$ cat src/hw/rtl/blm_pkg.sv
// ----------------------------------------------------------------------------
// blm_pkg
// Shared types and constants of the battery level monitor.
// ----------------------------------------------------------------------------
package blm_pkg;

    // ring depth default
    localparam int WINDOW_DEPTH = 50;

    // field widths
    localparam int SAMPLE_W  = 14;
    localparam int TEMP_W    = 8;
    localparam int ADJ_W     = 16;
    localparam int LEVEL_W   = 3;
    localparam int CFG_W     = 16;
    localparam int CFG_IDX_W = 2;

    // temperature compensation
    localparam int TEMP_BASE     = 20;
    localparam int TEMP_INVALID  = -127;
    localparam int OFFSET_SPAN   = 150;
    localparam int MV_PER_DEGREE = OFFSET_SPAN / TEMP_BASE;

    // register reset values
    localparam logic [CFG_W-1:0] LEVEL_ONE_RST   = 16'd3000;
    localparam logic [CFG_W-1:0] LEVEL_TWO_RST   = 16'd3400;
    localparam logic [CFG_W-1:0] LEVEL_THREE_RST = 16'd3800;
    localparam logic [CFG_W-1:0] ALARM_RST       = 16'd3000;

    // level codes
    localparam logic [LEVEL_W-1:0] LEVEL_ONE   = 3'd1;
    localparam logic [LEVEL_W-1:0] LEVEL_TWO   = 3'd2;
    localparam logic [LEVEL_W-1:0] LEVEL_THREE = 3'd3;
    localparam logic [LEVEL_W-1:0] LEVEL_FOUR  = 3'd4;

    typedef enum logic [CFG_IDX_W-1:0] {
        CFG_LEVEL_ONE   = 2'd0,
        CFG_LEVEL_TWO   = 2'd1,
        CFG_LEVEL_THREE = 2'd2,
        CFG_ALARM       = 2'd3
    } t_cfg_reg;

    typedef enum logic [2:0] {
        ST_IDLE,
        ST_SCAN,
        ST_DSTART,
        ST_DIV,
        ST_ADJ,
        ST_OUT
    } t_state;

endpackage

$ cat src/hw/rtl/blm_in_if.sv
// ----------------------------------------------------------------------------
// blm_in_if
// Sample channel: one battery sample with temperature and supply flag.
// ----------------------------------------------------------------------------
interface blm_in_if;
    logic                                valid;
    logic                                ready;
    logic        [blm_pkg::SAMPLE_W-1:0] sample_mv;
    logic signed [blm_pkg::TEMP_W-1:0]   ambient_temp;
    logic                                ext_power;

    modport source (output valid, output sample_mv, output ambient_temp,
                    output ext_power, input ready);
    modport sink   (input valid, input sample_mv, input ambient_temp,
                    input ext_power, output ready);
endinterface

$ cat src/hw/rtl/blm_out_if.sv
// ----------------------------------------------------------------------------
// blm_out_if
// Result channel: adjusted voltage, level, alarm state and used temperature.
// ----------------------------------------------------------------------------
interface blm_out_if;
    logic                               valid;
    logic                               ready;
    logic signed [blm_pkg::ADJ_W-1:0]   adjusted_mv;
    logic        [blm_pkg::LEVEL_W-1:0] level;
    logic                               alarm_active;
    logic signed [blm_pkg::TEMP_W-1:0]  temp_used;

    modport source (output valid, output adjusted_mv, output level,
                    output alarm_active, output temp_used, input ready);
    modport sink   (input valid, input adjusted_mv, input level,
                    input alarm_active, input temp_used, output ready);
endinterface

$ cat src/hw/rtl/blm_ram.sv
// ----------------------------------------------------------------------------
// blm_ram
// Generic single write port, single read port RAM with registered read data.
// ----------------------------------------------------------------------------
module blm_ram #(
    parameter int WIDTH = 16,
    parameter int DEPTH = 64
) (
    input  logic                                      i_clk,
    input  logic                                      i_we,
    input  logic [((DEPTH > 1) ? $clog2(DEPTH) : 1)-1:0] i_waddr,
    input  logic [WIDTH-1:0]                          i_wdata,
    input  logic                                      i_re,
    input  logic [((DEPTH > 1) ? $clog2(DEPTH) : 1)-1:0] i_raddr,
    output logic [WIDTH-1:0]                          o_rdata
);
    logic [WIDTH-1:0] r_mem [DEPTH];
    logic [WIDTH-1:0] r_rdata;

    always_ff @(posedge i_clk) begin
        if (i_we) begin
            r_mem[i_waddr] <= i_wdata;
        end
        if (i_re) begin
            r_rdata <= r_mem[i_raddr];
        end
    end

    assign o_rdata = r_rdata;
endmodule

$ cat src/hw/rtl/blm_div.sv
// ----------------------------------------------------------------------------
// blm_div
// Restoring unsigned divider, one quotient bit per cycle.
// ----------------------------------------------------------------------------
module blm_div #(
    parameter int DVD_W = 20,
    parameter int DVS_W = 6
) (
    input  logic             i_clk,
    input  logic             i_rst_n,
    input  logic             i_start,
    input  logic [DVD_W-1:0] i_dividend,
    input  logic [DVS_W-1:0] i_divisor,
    output logic             o_done,
    output logic [DVD_W-1:0] o_quotient
);
    localparam int STEP_W = (DVD_W > 1) ? $clog2(DVD_W) : 1;

    logic              r_busy;
    logic              r_done;
    logic [STEP_W-1:0] r_step;
    logic [DVS_W-1:0]  r_dvs;
    logic [DVS_W-1:0]  r_rem;
    logic [DVD_W-1:0]  r_quo;

    logic [DVS_W:0]    trial;
    logic [DVS_W:0]    diff;
    logic              ge;
    logic [DVS_W-1:0]  n_rem;

    always_comb begin
        trial = {r_rem, r_quo[DVD_W-1]};
        diff  = trial - {1'b0, r_dvs};
        ge    = (trial >= {1'b0, r_dvs});
        n_rem = ge ? diff[DVS_W-1:0] : trial[DVS_W-1:0];
    end

    always_ff @(posedge i_clk) begin
        if (!i_rst_n) begin
            r_busy <= 1'b0;
            r_done <= 1'b0;
            r_step <= '0;
        end else begin
            r_done <= 1'b0;
            if (i_start) begin
                r_busy <= 1'b1;
                r_step <= '0;
            end else if (r_busy) begin
                r_step <= r_step + STEP_W'(1);
                if (r_step == STEP_W'(DVD_W - 1)) begin
                    r_busy <= 1'b0;
                    r_done <= 1'b1;
                end
            end
        end
    end

    always_ff @(posedge i_clk) begin
        if (i_start) begin
            r_dvs <= i_divisor;
            r_rem <= '0;
            r_quo <= i_dividend;
        end else if (r_busy) begin
            r_rem <= n_rem;
            r_quo <= {r_quo[DVD_W-2:0], ge};
        end
    end

    assign o_done     = r_done;
    assign o_quotient = r_quo;
endmodule

$ cat src/hw/rtl/battery_level_monitor_core.sv
// ----------------------------------------------------------------------------
// battery_level_monitor_core
// Windowed battery voltage average with temperature compensation, level
// grading and a low battery alarm with hysteresis.
// ----------------------------------------------------------------------------
// Usage:
//   i_in carries one sample (mV, temperature, external power flag) per item.
//   o_out returns one result per sample: adjusted mV, level 1..4, alarm state
//   and the temperature used after invalid substitution.
//   i_cfg_we/i_cfg_idx/i_cfg_data write the four thresholds; write only while
//   no item is in flight.
// Throughput:
//   The ring scan reads one RAM entry per cycle up to the first zero entry
//   or the end of the ring, then the divider produces one quotient bit per
//   cycle. i_in.ready is high only between items.
// Reset: thresholds return to defaults, the ring reads as all zero through
//   per-entry valid bits, write pointer and alarm are cleared. No clear pass.
// Stall: the result sits in an output register; the next item is accepted
//   while it waits, and the block stalls before its own result only if the
//   previous one has still not been taken.
// ----------------------------------------------------------------------------
module battery_level_monitor_core #(
    parameter int WINDOW_DEPTH = blm_pkg::WINDOW_DEPTH
) (
    input  logic                           i_clk,
    input  logic                           i_rst_n,
    blm_in_if.sink                         i_in,
    blm_out_if.source                      o_out,
    input  logic                           i_cfg_we,
    input  logic [blm_pkg::CFG_IDX_W-1:0]  i_cfg_idx,
    input  logic [blm_pkg::CFG_W-1:0]      i_cfg_data
);
    localparam int IW    = (WINDOW_DEPTH > 1) ? $clog2(WINDOW_DEPTH) : 1;
    localparam int CW    = $clog2(WINDOW_DEPTH + 1);
    localparam int SW    = blm_pkg::SAMPLE_W + CW;
    localparam int SMP_W = blm_pkg::SAMPLE_W;
    localparam int TW    = blm_pkg::TEMP_W;
    localparam int XW    = blm_pkg::ADJ_W + 1;

    // configuration
    logic [blm_pkg::CFG_W-1:0] r_thr_one;
    logic [blm_pkg::CFG_W-1:0] r_thr_two;
    logic [blm_pkg::CFG_W-1:0] r_thr_three;
    logic [blm_pkg::CFG_W-1:0] r_thr_alarm;

    always_ff @(posedge i_clk) begin
        if (!i_rst_n) begin
            r_thr_one   <= blm_pkg::LEVEL_ONE_RST;
            r_thr_two   <= blm_pkg::LEVEL_TWO_RST;
            r_thr_three <= blm_pkg::LEVEL_THREE_RST;
            r_thr_alarm <= blm_pkg::ALARM_RST;
        end else if (i_cfg_we) begin
            case (blm_pkg::t_cfg_reg'(i_cfg_idx))
                blm_pkg::CFG_LEVEL_ONE:   r_thr_one   <= i_cfg_data;
                blm_pkg::CFG_LEVEL_TWO:   r_thr_two   <= i_cfg_data;
                blm_pkg::CFG_LEVEL_THREE: r_thr_three <= i_cfg_data;
                blm_pkg::CFG_ALARM:       r_thr_alarm <= i_cfg_data;
                default: ;
            endcase
        end
    end

    // control state
    blm_pkg::t_state r_state, n_state;
    logic [IW-1:0]           r_widx;
    logic [WINDOW_DEPTH-1:0] r_vld;
    logic [CW-1:0]           r_raddr;
    logic [CW-1:0]           r_cnt;
    logic                    r_pend;
    logic                    r_rd_vld;
    logic                    r_alarm;
    logic                    r_out_valid;

    // payload
    logic [SW-1:0]           r_sum;
    logic [SMP_W-1:0]        r_avg;
    logic signed [TW-1:0]    r_temp;
    logic                    r_ext;
    logic signed [XW-1:0]    r_adj;
    logic signed [blm_pkg::ADJ_W-1:0]   r_out_adj;
    logic [blm_pkg::LEVEL_W-1:0]        r_out_level;
    logic signed [TW-1:0]               r_out_temp;

    logic                    in_acc;
    logic                    rd_issue;
    logic                    div_start;
    logic                    out_load;
    logic [SMP_W-1:0]        rd_data;
    logic                    rd_zero;
    logic [CW-1:0]           cnt_inc;
    logic                    scan_done;
    logic                    div_done;
    logic [SW-1:0]           div_quo;
    logic signed [TW-1:0]    temp_sub;
    logic signed [XW-1:0]    temp_diff;
    logic signed [XW-1:0]    adj_calc;
    logic [blm_pkg::LEVEL_W-1:0] level_calc;
    logic                    below_alarm;
    logic                    n_alarm;

    assign in_acc = i_in.valid && i_in.ready;

    // invalid temperature reads as the base temperature
    assign temp_sub = (i_in.ambient_temp <= TW'(blm_pkg::TEMP_INVALID)) ?
                      TW'(blm_pkg::TEMP_BASE) : i_in.ambient_temp;

    blm_ram #(
        .WIDTH (SMP_W),
        .DEPTH (WINDOW_DEPTH)
    ) u_ring (
        .i_clk   (i_clk),
        .i_we    (in_acc),
        .i_waddr (r_widx),
        .i_wdata (i_in.sample_mv),
        .i_re    (rd_issue),
        .i_raddr (r_raddr[IW-1:0]),
        .o_rdata (rd_data)
    );

    blm_div #(
        .DVD_W (SW),
        .DVS_W (CW)
    ) u_div (
        .i_clk      (i_clk),
        .i_rst_n    (i_rst_n),
        .i_start    (div_start),
        .i_dividend (r_sum),
        .i_divisor  (r_cnt),
        .o_done     (div_done),
        .o_quotient (div_quo)
    );

    // scan: an entry never written reads as zero
    always_comb begin
        rd_zero   = !r_rd_vld || (rd_data == '0);
        cnt_inc   = r_cnt + CW'(1);
        scan_done = r_pend && (rd_zero || (cnt_inc == CW'(WINDOW_DEPTH)));
    end

    // next state
    always_comb begin
        n_state = r_state;
        case (r_state)
            blm_pkg::ST_IDLE:   if (in_acc) n_state = blm_pkg::ST_SCAN;
            blm_pkg::ST_SCAN:   if (scan_done) n_state = blm_pkg::ST_DSTART;
            blm_pkg::ST_DSTART: begin
                n_state = (r_cnt == '0) ? blm_pkg::ST_ADJ : blm_pkg::ST_DIV;
            end
            blm_pkg::ST_DIV:    if (div_done) n_state = blm_pkg::ST_ADJ;
            blm_pkg::ST_ADJ:    n_state = blm_pkg::ST_OUT;
            blm_pkg::ST_OUT:    if (out_load) n_state = blm_pkg::ST_IDLE;
            default:            n_state = blm_pkg::ST_IDLE;
        endcase
    end

    // state outputs
    always_comb begin
        i_in.ready = 1'b0;
        rd_issue   = 1'b0;
        div_start  = 1'b0;
        out_load   = 1'b0;
        case (r_state)
            blm_pkg::ST_IDLE:   i_in.ready = 1'b1;
            blm_pkg::ST_SCAN:   rd_issue = !scan_done && (r_raddr < CW'(WINDOW_DEPTH));
            blm_pkg::ST_DSTART: div_start = (r_cnt != '0);
            blm_pkg::ST_OUT:    out_load = !r_out_valid || o_out.ready;
            default: ;
        endcase
    end

    always_ff @(posedge i_clk) begin
        if (!i_rst_n) begin
            r_state     <= blm_pkg::ST_IDLE;
            r_widx      <= '0;
            r_vld       <= '0;
            r_raddr     <= '0;
            r_cnt       <= '0;
            r_pend      <= 1'b0;
            r_rd_vld    <= 1'b0;
            r_alarm     <= 1'b0;
            r_out_valid <= 1'b0;
        end else begin
            r_state  <= n_state;
            r_pend   <= rd_issue;
            r_rd_vld <= r_vld[r_raddr[IW-1:0]];
            if (in_acc) begin
                r_vld[r_widx] <= 1'b1;
                r_widx        <= (r_widx == IW'(WINDOW_DEPTH - 1)) ? '0 : r_widx + IW'(1);
                r_raddr       <= '0;
                r_cnt         <= '0;
            end
            if (rd_issue) begin
                r_raddr <= r_raddr + CW'(1);
            end
            if (r_state == blm_pkg::ST_SCAN && r_pend && !rd_zero) begin
                r_cnt <= cnt_inc;
            end
            if (out_load) begin
                r_alarm     <= n_alarm;
                r_out_valid <= 1'b1;
            end else if (o_out.ready) begin
                r_out_valid <= 1'b0;
            end
        end
    end

    // offset is 7 mV per degree below the base temperature
    always_comb begin
        temp_diff = XW'(blm_pkg::TEMP_BASE) - XW'(r_temp);
        adj_calc  = $signed({{(XW - SMP_W){1'b0}}, r_avg})
                    - XW'(temp_diff * XW'(blm_pkg::MV_PER_DEGREE));
    end

    always_comb begin
        if (r_adj > $signed({1'b0, r_thr_three})) begin
            level_calc = blm_pkg::LEVEL_FOUR;
        end else if (r_adj > $signed({1'b0, r_thr_two})) begin
            level_calc = blm_pkg::LEVEL_THREE;
        end else if (r_adj > $signed({1'b0, r_thr_one})) begin
            level_calc = blm_pkg::LEVEL_TWO;
        end else begin
            level_calc = blm_pkg::LEVEL_ONE;
        end
        below_alarm = !(r_adj > $signed({1'b0, r_thr_alarm}));
        // hysteresis: external power only blocks setting
        if (!below_alarm) begin
            n_alarm = 1'b0;
        end else if (!r_ext) begin
            n_alarm = 1'b1;
        end else begin
            n_alarm = r_alarm;
        end
    end

    always_ff @(posedge i_clk) begin
        if (in_acc) begin
            r_temp <= temp_sub;
            r_ext  <= i_in.ext_power;
            r_sum  <= '0;
        end
        if (r_state == blm_pkg::ST_SCAN && r_pend && !rd_zero) begin
            r_sum <= r_sum + SW'(rd_data);
        end
        if (r_state == blm_pkg::ST_DSTART) begin
            r_avg <= '0;
        end else if (div_done) begin
            r_avg <= div_quo[SMP_W-1:0];
        end
        if (r_state == blm_pkg::ST_ADJ) begin
            r_adj <= adj_calc;
        end
        if (out_load) begin
            r_out_adj   <= r_adj[blm_pkg::ADJ_W-1:0];
            r_out_level <= level_calc;
            r_out_temp  <= r_temp;
        end
    end

    assign o_out.valid        = r_out_valid;
    assign o_out.adjusted_mv  = r_out_adj;
    assign o_out.level        = r_out_level;
    assign o_out.alarm_active = r_alarm;
    assign o_out.temp_used    = r_out_temp;

`ifndef NO_ASSERTIONS
    a_busy_after_accept: assert property (@(posedge i_clk) disable iff (!i_rst_n)
        in_acc |=> !i_in.ready)
        else $error("input accepted twice without finishing an item");

    a_cnt_bound: assert property (@(posedge i_clk) disable iff (!i_rst_n)
        r_cnt <= CW'(WINDOW_DEPTH))
        else $error("scan count beyond ring depth");

    a_div_nonzero: assert property (@(posedge i_clk) disable iff (!i_rst_n)
        div_start |-> (r_cnt != '0))
        else $error("divider started with zero divisor");

    a_level_range: assert property (@(posedge i_clk) disable iff (!i_rst_n)
        o_out.valid |-> (o_out.level >= blm_pkg::LEVEL_ONE &&
                         o_out.level <= blm_pkg::LEVEL_FOUR))
        else $error("level out of range");

    a_widx_range: assert property (@(posedge i_clk) disable iff (!i_rst_n)
        r_widx <= IW'(WINDOW_DEPTH - 1))
        else $error("write pointer beyond ring depth");
`endif
endmodule
$ cat src/flat_wrapper.sv
// flat-port wrapper written by rule: the top's interface ports become plain ports
module battery_level_monitor_core_flat 
#(
    parameter int WINDOW_DEPTH = blm_pkg::WINDOW_DEPTH
)
  (i_clk, i_rst_n, i_cfg_we, i_cfg_idx, i_cfg_data, i_in_valid, i_in_sample_mv, i_in_ambient_temp, i_in_ext_power, i_in_ready, o_out_valid, o_out_adjusted_mv, o_out_level, o_out_alarm_active, o_out_temp_used, o_out_ready);
  blm_in_if i_in_i ();
  blm_out_if o_out_i ();
  input  logic i_clk;
  input  logic i_rst_n;
  input  logic i_cfg_we;
  input  logic [blm_pkg::CFG_IDX_W-1:0] i_cfg_idx;
  input  logic [blm_pkg::CFG_W-1:0] i_cfg_data;
  input wire logic [$bits(i_in_i.valid)-1:0] i_in_valid;
  input wire logic [$bits(i_in_i.sample_mv)-1:0] i_in_sample_mv;
  input wire logic [$bits(i_in_i.ambient_temp)-1:0] i_in_ambient_temp;
  input wire logic [$bits(i_in_i.ext_power)-1:0] i_in_ext_power;
  output wire logic [$bits(i_in_i.ready)-1:0] i_in_ready;
  output wire logic [$bits(o_out_i.valid)-1:0] o_out_valid;
  output wire logic [$bits(o_out_i.adjusted_mv)-1:0] o_out_adjusted_mv;
  output wire logic [$bits(o_out_i.level)-1:0] o_out_level;
  output wire logic [$bits(o_out_i.alarm_active)-1:0] o_out_alarm_active;
  output wire logic [$bits(o_out_i.temp_used)-1:0] o_out_temp_used;
  input wire logic [$bits(o_out_i.ready)-1:0] o_out_ready;
  assign i_in_i.valid = i_in_valid;
  assign i_in_i.sample_mv = i_in_sample_mv;
  assign i_in_i.ambient_temp = i_in_ambient_temp;
  assign i_in_i.ext_power = i_in_ext_power;
  assign i_in_ready = i_in_i.ready;
  assign o_out_valid = o_out_i.valid;
  assign o_out_adjusted_mv = o_out_i.adjusted_mv;
  assign o_out_level = o_out_i.level;
  assign o_out_alarm_active = o_out_i.alarm_active;
  assign o_out_temp_used = o_out_i.temp_used;
  assign o_out_i.ready = o_out_ready;
  battery_level_monitor_core #(.WINDOW_DEPTH(WINDOW_DEPTH)) u_core (.i_clk(i_clk), .i_rst_n(i_rst_n), .i_in(i_in_i), .o_out(o_out_i), .i_cfg_we(i_cfg_we), .i_cfg_idx(i_cfg_idx), .i_cfg_data(i_cfg_data));
endmodule
$ cat config.mk
export PLATFORM = sky130hd
export DESIGN_NAME = battery_level_monitor_core_flat
export DESIGN_NICKNAME = d
export VERILOG_FILES = /design/src/hw/rtl/blm_pkg.sv /design/src/hw/rtl/blm_in_if.sv /design/src/hw/rtl/blm_out_if.sv /design/src/hw/rtl/blm_ram.sv /design/src/hw/rtl/blm_div.sv /design/src/hw/rtl/battery_level_monitor_core.sv /design/src/flat_wrapper.sv
export SDC_FILE = /design/constraint.sdc
export NUM_CORES = 1
export LEC_CHECK = 0
export BUFFER_PORTS_ARGS = -buffer_cell sky130_fd_sc_hd__clkbuf_2
export CAP_MARGIN = 20
export CORE_MARGIN = 4
export CORE_UTILIZATION = 60
export DETAILED_ROUTE_END_ITERATION = 8
export PLACE_DENSITY = 0.77
export RECOVER_POWER = 50
export SETUP_SLACK_MARGIN = 0.2
export SLEW_MARGIN = 20
export SYNTH_ARGS = -nofsm -noshare
export SYNTH_HDL_FRONTEND = slang
export SYNTH_SLANG_ARGS = --single-unit
$ cat constraint.sdc
create_clock -name i_clk -period 5.5 [get_ports i_clk]
set_input_delay 0.825 -clock i_clk [delete_from_list [all_inputs] [get_ports i_clk]]
set_output_delay 0.825 -clock i_clk [all_outputs]
set_load 0.005 [all_outputs]
Yosys cells after proc, flatten, opt, wreduce, memory -nomap -nowiden
Memories as Yosys holds them, arrays and structs flattened. A register that Yosys moved wholly into a read port is not among the register bits. Cells that the tools add are included. Widths: inputs -> output; s select.

$add $sub $neg: 8. $mul: 1. Eq/ne operators: 16. Reductions and logical operators: 30. Multiplexer cells: 35. Magnitude comparators: 10. Bitwise operators: 3.

Operator list (number): $mux 20 (4); $gt 17x17->1 (4); $or 50x50->50 (1); $mux 6 (5); $add 20x14->20 (1); $add 6x1->6 const B (3); $mux 3 (6); $pmux 3 s6 (1); $mul 17x4->17 const B (1); $sub 15x17->17 (1); $mux 1 (16); $logic_not 14->1 (1); $lt 6x7->1 const B (2); $eq 6x6->1 const B (2); $reduce_and 2->1 (5); $sub 6x8->9 const A (1); $le 8x8->1 const B (1); $reduce_bool 2->1 (4); $ge 7x6->1 (1); $bmux 1 s6 (1); $demux 1 s6 (1); $eq 3x2->1 const B (2); $eq 3x3->1 const B (2); $ge 6x1->1 const B (1); 21 further kinds (36).

Memories: 1. Word-level logic and storage cells: 131. Memory bits (writable): 700. Output and inout port bits: 30. Bits in registers: 265. Bits of input ports: 46.

Memory list: u_core.u_ring.r_mem (depth 50, bits a word 14, read ports 1, clocked after Yosys merged registers in 1, wr ports 1, RTL line blm_ram.sv:17) `logic [WIDTH-1:0] r_mem [DEPTH];`.

Depth between registers and ports, before layout
Gate-level depths: netlist of the first run.

Word-level depth: 8. Gate-level depth with buffers: 19. Mapped depth without buffers: 19.

Hierarchy
Synthesis of the first run repeated with hierarchy kept, for this count alone.

Cells, all modules: 2844. Area total of the unflattened synthesis: 41862.6 µm².

By module, submodules not included: blm_ram (sequential area each 21440.6 µm², instances 1, cells each 1349, area each 27458.8 µm²); battery_level_monitor_core (sequential area each 5225.0 µm², instances 1, cells each 1344, area each 12532.0 µm²); blm_div (sequential area each 1041.0 µm², instances 1, cells each 151, area each 1871.8 µm²).

Worst setup path before layout of the first run
Ideal clock, no wire load.

Kind: register to register. From: register u_core.r_temp[0]. To: register u_core.r_adj[15], data pin. Stages on the path, launching flop included: 18. Period minus slack after synthesis: 4256 ps. Path buffers: 0. Path slack: 1244 ps. Data required time: 5229 ps. Arrival: 3985 ps. Setup time: 271 ps. Cell sequence: edfxtp_1 inv_1 ha_1 nor2b_1 nor2_1 xnor2_1 inv_1 fa_1 ha_1 fa_1 inv_1 ha_1 and2_1 and4_1 nor3_2 o31ai_1 a221oi_1 xor2_1.

Longest elaborated chain between the ends: 3.

RTL lines: start: declaration (RTL line battery_level_monitor_core.sv:77) `logic signed [TW-1:0] r_temp;`; start signal: assignment (RTL line battery_level_monitor_core.sv:237) `r_temp <= temp_sub;`; $sub 6x8->9 (RTL line battery_level_monitor_core.sv:209) `temp_diff = XW'(blm_pkg::TEMP_BASE) - XW'(r_temp);`; $mul 17x4->17 (RTL line battery_level_monitor_core.sv:211) `- XW'(temp_diff * XW'(blm_pkg::MV_PER_DEGREE));`; $sub 15x17->17 (RTL line battery_level_monitor_core.sv:211); via u_core.adj_calc[15] (RTL line battery_level_monitor_core.sv:96) `logic signed [XW-1:0] adj_calc;`; end signal: assignment (RTL line battery_level_monitor_core.sv:250) `r_adj <= adj_calc;`; end: declaration (RTL line battery_level_monitor_core.sv:79) `logic signed [XW-1:0] r_adj;`.

The timed path passes the listed nets, and every way through them passes these cells. A chain may end at the register's enable or synchronous reset.

Worst setup path after layout of the first run
Ends and elaborated chain as after synthesis.

==> impl_results.md, run 1 <==
- Status: finished with violations
- Failing checks: max-capacitance violations, max-slew violations
- Net Count, Synth: 2958
- Synth cell types: 77
- Final hold violation count: 0
- Avg WL per Cell: 24.6 um
- Nature of the critical path startpoint: flop
- Fillcell total: 4646
- ANT cells: 0
- Drt pass-1 iters: 5
- Boundary Pins: 76
- Worst min path class: in -> reg
- CTS tree: done
- Top cell type's share of synthesized area: 58.5%
- Clk pin slew, worst setup/hold paths: 0.07 ns
- Hold_buf cts: 0
- # DRC: 0
- Worst path cell trace: inv_1, ha_1, nor2b_1, nor2_1, xnor2_1, inv_1, fa_1, ha_1, fa_1, inv_1, ha_1, and2_1, and4_1, nor3_2, o31ai_1, a221oi_1, xor2_1
- Register area share after synthesis: 66.5%
- Max-cap violations: 14
- # setup viols final: 0
- Total GRT Usage: 25.8%
- Initial cell density of the core: 60.7%
- CTS buffer count: 97
- Combinational share of power: 16.1%
- Gpl congestion: 0.863
- Instance count on the critical path: 17
- Clock Latency Late Sink: 0.70 ns
- Hold Slack: 0.381 ns
- Post-synth EDFFs: 813
- Worst reg2reg path depth: 17
- Critical Path RT: 5.89 ns
- Tot Pwr: 17.9 mW
- CP Class: reg -> reg
- CP Capture Type: flop
- Sw frac: 26.0%
- Pwr Density: 388 nW/um^2
- Setup_tns: 0 ns
- Die H: 272 um
- Placement Rows: 96
- Crit-path leading delay family: adder cells
- Global-route wire length before repair: 146000 um
- Primary FF master, synth: edfxtp_1
- Antenna viol nets, final: 0
- Slowest stage delay, CP: 0.53 ns
- Post-synth top area cell: edfxtp_1
- Final nets: 3050
- Cell with the most instances after synthesis: edfxtp_1
- Ys async rst share: 0%
- FMAX: 0.211 GHz
- Top cells by area, synth: edfxtp_1 59%, dfxtp_1 8.0%, mux4_2 6.5%
- Setup Skew: 0.0647 ns
- Vias in the first global route: 24600
- Share of layout cells above drive strength 1: 14.6%
- Post-CTS Resized: 0
- Detailed Place HPWL: 57900 um
- Minimum clock period: 4.73 ns
- Slew Limit Headroom: -169%
- Routed WL: 95500 um
- Clock Path Buffers: 3
- Initial antenna violation count: 0
- Post-CTS Setup Inserts: 0
- Leak: 15.4 nW
- Actual slew at the worst max-slew pin: 4.04 ns
- Peak supply drop: 321 uV
- Die span in x: 272 um
- Internal power: 13.3 mW
- Synthesized area: 41700 um^2
- Avg Vias per Cell: 6.32
- Worst Hold Depth: 1
- RSZ-0062 raised after global routing: no
- Syn Inst Count: 2774
- PortBufs: 75
- Avg Inst Size Synth: 15.0 um^2
- Number of synthesized register bits: 979
- Top cell types by occurrence after synthesis: 813 x edfxtp_1, 207 x nor2_1, 178 x mux2i_1
- Clk pwr share: 36.9%
- Starting DRT DRC Count: 2657
- Share of power burned in registers: 46.9%
- Die area: 73800 um^2
- Switching pwr: 4.67 mW
- Fin. max-slew vios: 724
- Area growth from synthesis to layout: 10.9%
- Largest net degree at the start of global routing: 73
- Clock Tree Root: clkbuf_16
- Final period utilization: 86.1%
- CTS sink cnt: 979
- H-tree depth: 3
- Global route overflow: 0
- Crit path buffers/inverters: 3
- Core ar.: 68700 um^2
- Yosys warning count: 0
- Slowest CP cell: fa_1
- Via count: 24500
- Critical Path Fanout Max: 7
- Critical Path AT: 5.12 ns
power groups by stage:
stage / sequential (mW) / combinational, mW / clock [mW]
final: 8.42 / 2.89 / 6.63
after global routing: 8.44 / 3.20 / 7.05
after CTS: 8.42 / 2.87 / 6.69
after detailed placement: 8.57 / 2.85 / 0
after global placement: 8.57 / 2.76 / 0
after floorplan: 8.49 / 2.22 / 0
cells by family after synthesis:
kind of cell,share of synthesized area (%)
xor+xnor,1.18
fa+ha+maj,4.34
mux,11.8
buf+inv,2.87
compound gates,7.17
simple gates,6.12
flops,66.5
placed cells by master (no fill, tap or decap), types with 21 or more instances in the layout:
cell type | synthesis | routed
clkbuf_1 | 79 | 67
mux4_2 | 120 | 120
inv_1 | 129 | 128
xor2_1 | 25 | 25
nor3_1 | 33 | 33
nand2_1 | 172 | 172
nand3_1 | 26 | 26
o211ai_1 | 35 | 35
buf_4 | 8 | 40
clkbuf_16 | 0 | 97
dfxtp_1 | 166 | 161
nor2_2 | 1 | 28
o21a_1 | 42 | 42
o221ai_1 | 57 | 57
mux2i_1 | 178 | 178
a21o_1 | 21 | 21
o21ai_0 | 36 | 36
o22ai_1 | 31 | 31
mux2_2 | 23 | 23
xnor2_1 | 31 | 31
a21oi_1 | 140 | 140
clkinv_2 | 0 | 23
nor2_1 | 207 | 178
ha_1 | 127 | 127
clkbuf_2 | 0 | 41
edfxtp_1 | 813 | 813
registers in the layout, summed over array words and instances (netlist names), 3 cells and up:
signal,flops
u_core.o_out.adjusted_mv,16
u_core.o_out.level,3
u_core.o_out.temp_used,8
u_core.r_adj,17
u_core.r_avg,14
u_core.r_cnt,6
u_core.r_raddr,6
u_core.r_state,3
u_core.r_sum,20
u_core.r_temp,8
u_core.r_thr_alarm,16
u_core.r_thr_one,16
u_core.r_thr_three,16
u_core.r_thr_two,16
u_core.r_vld,50
u_core.r_widx,6
u_core.u_div.o_quotient,20
u_core.u_div.r_dvs,6
u_core.u_div.r_rem,6
u_core.u_div.r_step,5
u_core.u_ring.o_rdata,14
u_core.u_ring.r_mem,700
worst paths after layout:
| check | start | slack, ns | end |
|---|---|---|---|
| worst max-delay path | u_core.r_temp[0] | 0.77 | u_core.r_adj[15] |
| worst min-delay path | i_in_ext_power | 0.38 | u_core.r_ext |
| worst max register to register | u_core.r_temp[0] | 0.77 | u_core.r_adj[15] |
| worst min register to register | u_core.r_thr_one[13] | 0.45 | u_core.r_thr_one[13] |
routing by layer:
metal  vias up  global-route usage [%]  share of wire, %
met3       224                    4.87               7.8
met4         0                    9.28               3.6
met2      1108                    43.6                50
met5         -                       0                 0
li1      10800                       -                 -
met1     12400                    34.0                39
final cells by class:
| cell class | count | area (um^2) | share of cell area, % |
|---|---|---|---|
| multi-input combinational | 1528 | 12900 | 27.8 |
| clock inverter | 54 | 609 | 1.32 |
| tap | 931 | 1160 | 2.52 |
| inverter | 131 | 492 | 1.06 |
| clock buffer | 128 | 2630 | 5.70 |
| sequential | 979 | 27800 | 60.0 |
| timing repair buffer | 129 | 726 | 1.57 |
per-stage QoR:
stage	instance area, um^2	utilization, %	std cells	setup slack (ns)
2_1_floorplan	41700	-	2774	1.24
3_3_place_gp	43000	62.6	3692	0.922
3_5_place_dp	43000	62.6	3692	0.761
4_1_cts	46300	67.3	3874	0.754
5_1_grt	46200	67.3	3880	0.402
6_report	46200	67.3	3880	0.766
(Power assumes the default switching activity.)
==> run 2, diff against run 1 <==
--- a/config.mk
+++ b/config.mk
@@ -9,6 +9,7 @@
 export CAP_MARGIN = 20
 export CORE_MARGIN = 4
 export CORE_UTILIZATION = 60
+export CTS_BUF_LIST = sky130_fd_sc_hd__clkbuf_8
 export DETAILED_ROUTE_END_ITERATION = 8
 export PLACE_DENSITY = 0.77
 export RECOVER_POWER = 50
==> impl_results.md, run 2 (synthesis gave the netlist of run 1 again) <==
- Status: finished with violations
- Failing checks: max-capacitance violations, max-slew violations
- Reg area: 27800 um^2
- Detailed Place HPWL: 57900 um
- CP Capture Type: flop
- Commonest non-fill, non-tap cell in the layout: edfxtp_1
- R2r endpoint: u_core.r_adj[15]
- Global route overflow: 0
- Post-CTS Resized: 0
- Clock Path Buffers: 3
- Global routing usage on met1: 33.5%
- Drt pass-1 iters: 8
- Total GRT Usage: 25.6%
- Actual slew at the worst max-slew pin: 3.89 ns
- Gpl congestion: 0.863
- Minimum clock period: 4.78 ns
- Crit-path leading delay family: adder cells
- Critical Path RT: 6.03 ns
- Global-route wire length before repair: 144000 um
- Antenna viol nets, final: 0
- Largest regs: u_core.u_ring.r_mem: 700 flops, u_core.r_vld: 50 flops
- Met2 GRT Util: 42.5%
- Crit path buffers/inverters: 3
- Slowest stage delay, CP: 0.53 ns
- Largest Register: u_core.u_ring.r_mem
- Core ar.: 68700 um^2
- Largest net degree at the start of global routing: 73
- Hold Path Origin: i_in_ext_power
- # DRC: 0
- Avg Vias per Cell: 6.20
- Routed WL: 94200 um
- CTS buffer count: 155
- CP Class: reg -> reg
- Fin area: 45900 um^2
- Register-to-register setup slack: 0.72 ns
- Commonest cells after routing, fill and taps aside: 813 x edfxtp_1, 178 x nor2_1, 178 x mux2i_1, 177 x inv_1, 172 x nand2_1
- H-tree depth: 4
- Nature of the critical path startpoint: flop
- Share of layout cells above drive strength 1: 15.7%
- Worst path cell trace: inv_1, ha_1, nor2b_1, nor2_1, xnor2_1, inv_1, fa_1, ha_1, fa_1, inv_1, ha_1, and2_1, and4_1, nor3_2, o31ai_1, a221oi_1, xor2_1
- Worst Hold Depth: 1
- Setup_tns: 0 ns
- Placement Rows: 96
- Grt peak-use layer: met2
- Worst reg2reg path depth: 17
- CTS sink cnt: 979
- Leak: 15.5 nW
- Die span in x: 272 um
- Hold_buf cts: 0
- Final period utilization: 86.9%
- Initial antenna violation count: 1
- Clock Tree Root: clkbuf_8
- Die area: 73800 um^2
- Vias in the first global route: 24800
- Boundary Pins: 76
- R2R Path Start: u_core.r_temp[0]
- FMAX: 0.209 GHz
- Setup Skew: 0.0370 ns
- Avg WL per Cell: 23.7 um
- Fillcell total: 4736
- # setup viols final: 0
- Max-cap violations: 15
- Die H: 272 um
- Pwr Density: 372 nW/um^2
- PortBufs: 75
- Slowest CP cell: fa_1
- Max FFs per register: 700
- Area growth from synthesis to layout: 10.0%
- Multi-input logic area: 12900 um^2
- Post-CTS Setup Inserts: 0
- Critical Path Fanout Max: 7
- Clk pin slew, worst setup/hold paths: 0.06 ns
- Starting DRT DRC Count: 2537
- CTS tree: done
- Fin. max-slew vios: 771
- GRT met3 Usage: 5.37%
- RSZ-0062 raised after global routing: no
- Worst min path class: in -> reg
- Via count: 24600
- Hold EP: u_core.r_ext
- Final Util: 66.8%
- Slew Limit Headroom: -160%
- Critical Path AT: 5.31 ns
- Final hold violation count: 0
- Clock Latency Late Sink: 0.82 ns
- Final nets: 3107
- Peak supply drop: 319 uV
- Placed cell areas: 43000 um^2
- Initial cell density of the core: 60.7%
[run 2: cell count changes in the layout (fill, tap and decap cells not counted), moves of 5 or more]
| cell | previous run | this run |
|---|---|---|
| clkinv_1 | 16 | 38 |
| clkinv_16 | 5 | 0 |
| clkbuf_1 | 67 | 43 |
| inv_1 | 128 | 177 |
| clkinv_2 | 23 | 12 |
| clkbuf_16 | 97 | 0 |
| clkbuf_8 | 9 | 160 |
[run 2: worst max path at each step]
| stage | slack, ns | depth (start not counted) | start | end |
|---|---|---|---|---|
| global placement | 0.92 | 17 | u_core.r_temp[0] | u_core.r_adj[15] |
| CTS | 0.73 | 17 | u_core.r_temp[0] | u_core.r_adj[15] |
| detailed placement | 0.76 | 17 | u_core.r_temp[0] | u_core.r_adj[15] |
| finish | 0.72 | 17 | u_core.r_temp[0] | u_core.r_adj[15] |
| global route | 0.38 | 17 | u_core.r_temp[0] | u_core.r_adj[15] |
| floorplan | 1.24 | 17 | u_core.r_temp[0] | u_core.r_adj[15] |
[run 2: worst reg2reg max path, stage by stage, from the launching register on]
cell	delay, ns
edfxtp_1	0.47
inv_1	0.08
ha_1	0.23
nor2b_1	0.17
nor2_1	0.08
xnor2_1	0.28
inv_1	0.13
fa_1	0.47
ha_1	0.31
fa_1	0.54
inv_1	0.04
ha_1	0.34
and2_1	0.19
and4_1	0.25
nor3_2	0.32
o31ai_1	0.16
a221oi_1	0.35
xor2_1	0.12
[run 2: layout make-up]
cell class                 count  area share (%)
antenna                        1         0.00545
clock buffer                 160            4.80
clock inverter               117            1.48
inverter                     131            1.07
multi-input combinational   1528            28.0
sequential                   979            60.5
tap                          931            2.54
timing repair buffer         128            1.58
[run 2: metrics by stage]
step / std cells / hold slack [ns] / total power, mW / worst slack, ns
after floorplan: 2774 / 0.426 / 10.7 / 1.24
after global placement: 3692 / 0.438 / 11.3 / 0.922
after detailed placement: 3692 / 0.446 / 11.4 / 0.761
after CTS: 3969 / 0.157 / 17.1 / 0.729
after global routing: 3975 / 0.211 / 17.9 / 0.378
final: 3975 / 0.237 / 17.1 / 0.719
[run 2: power by group]
part           internal (mW)  switching [mW]  leakage [nW]
clock network           2.92            2.84          1.64
logic                   1.21            1.68          5.14
registers               8.29           0.137          8.69
total                   12.4            4.66          15.5
[run 2: routing by layer]
metal  up-vias  wire [um]
met5         -          0
met4         0       3120
met3       199       7440
met2      1130      46600
met1     12300      37000
li1      11000          -
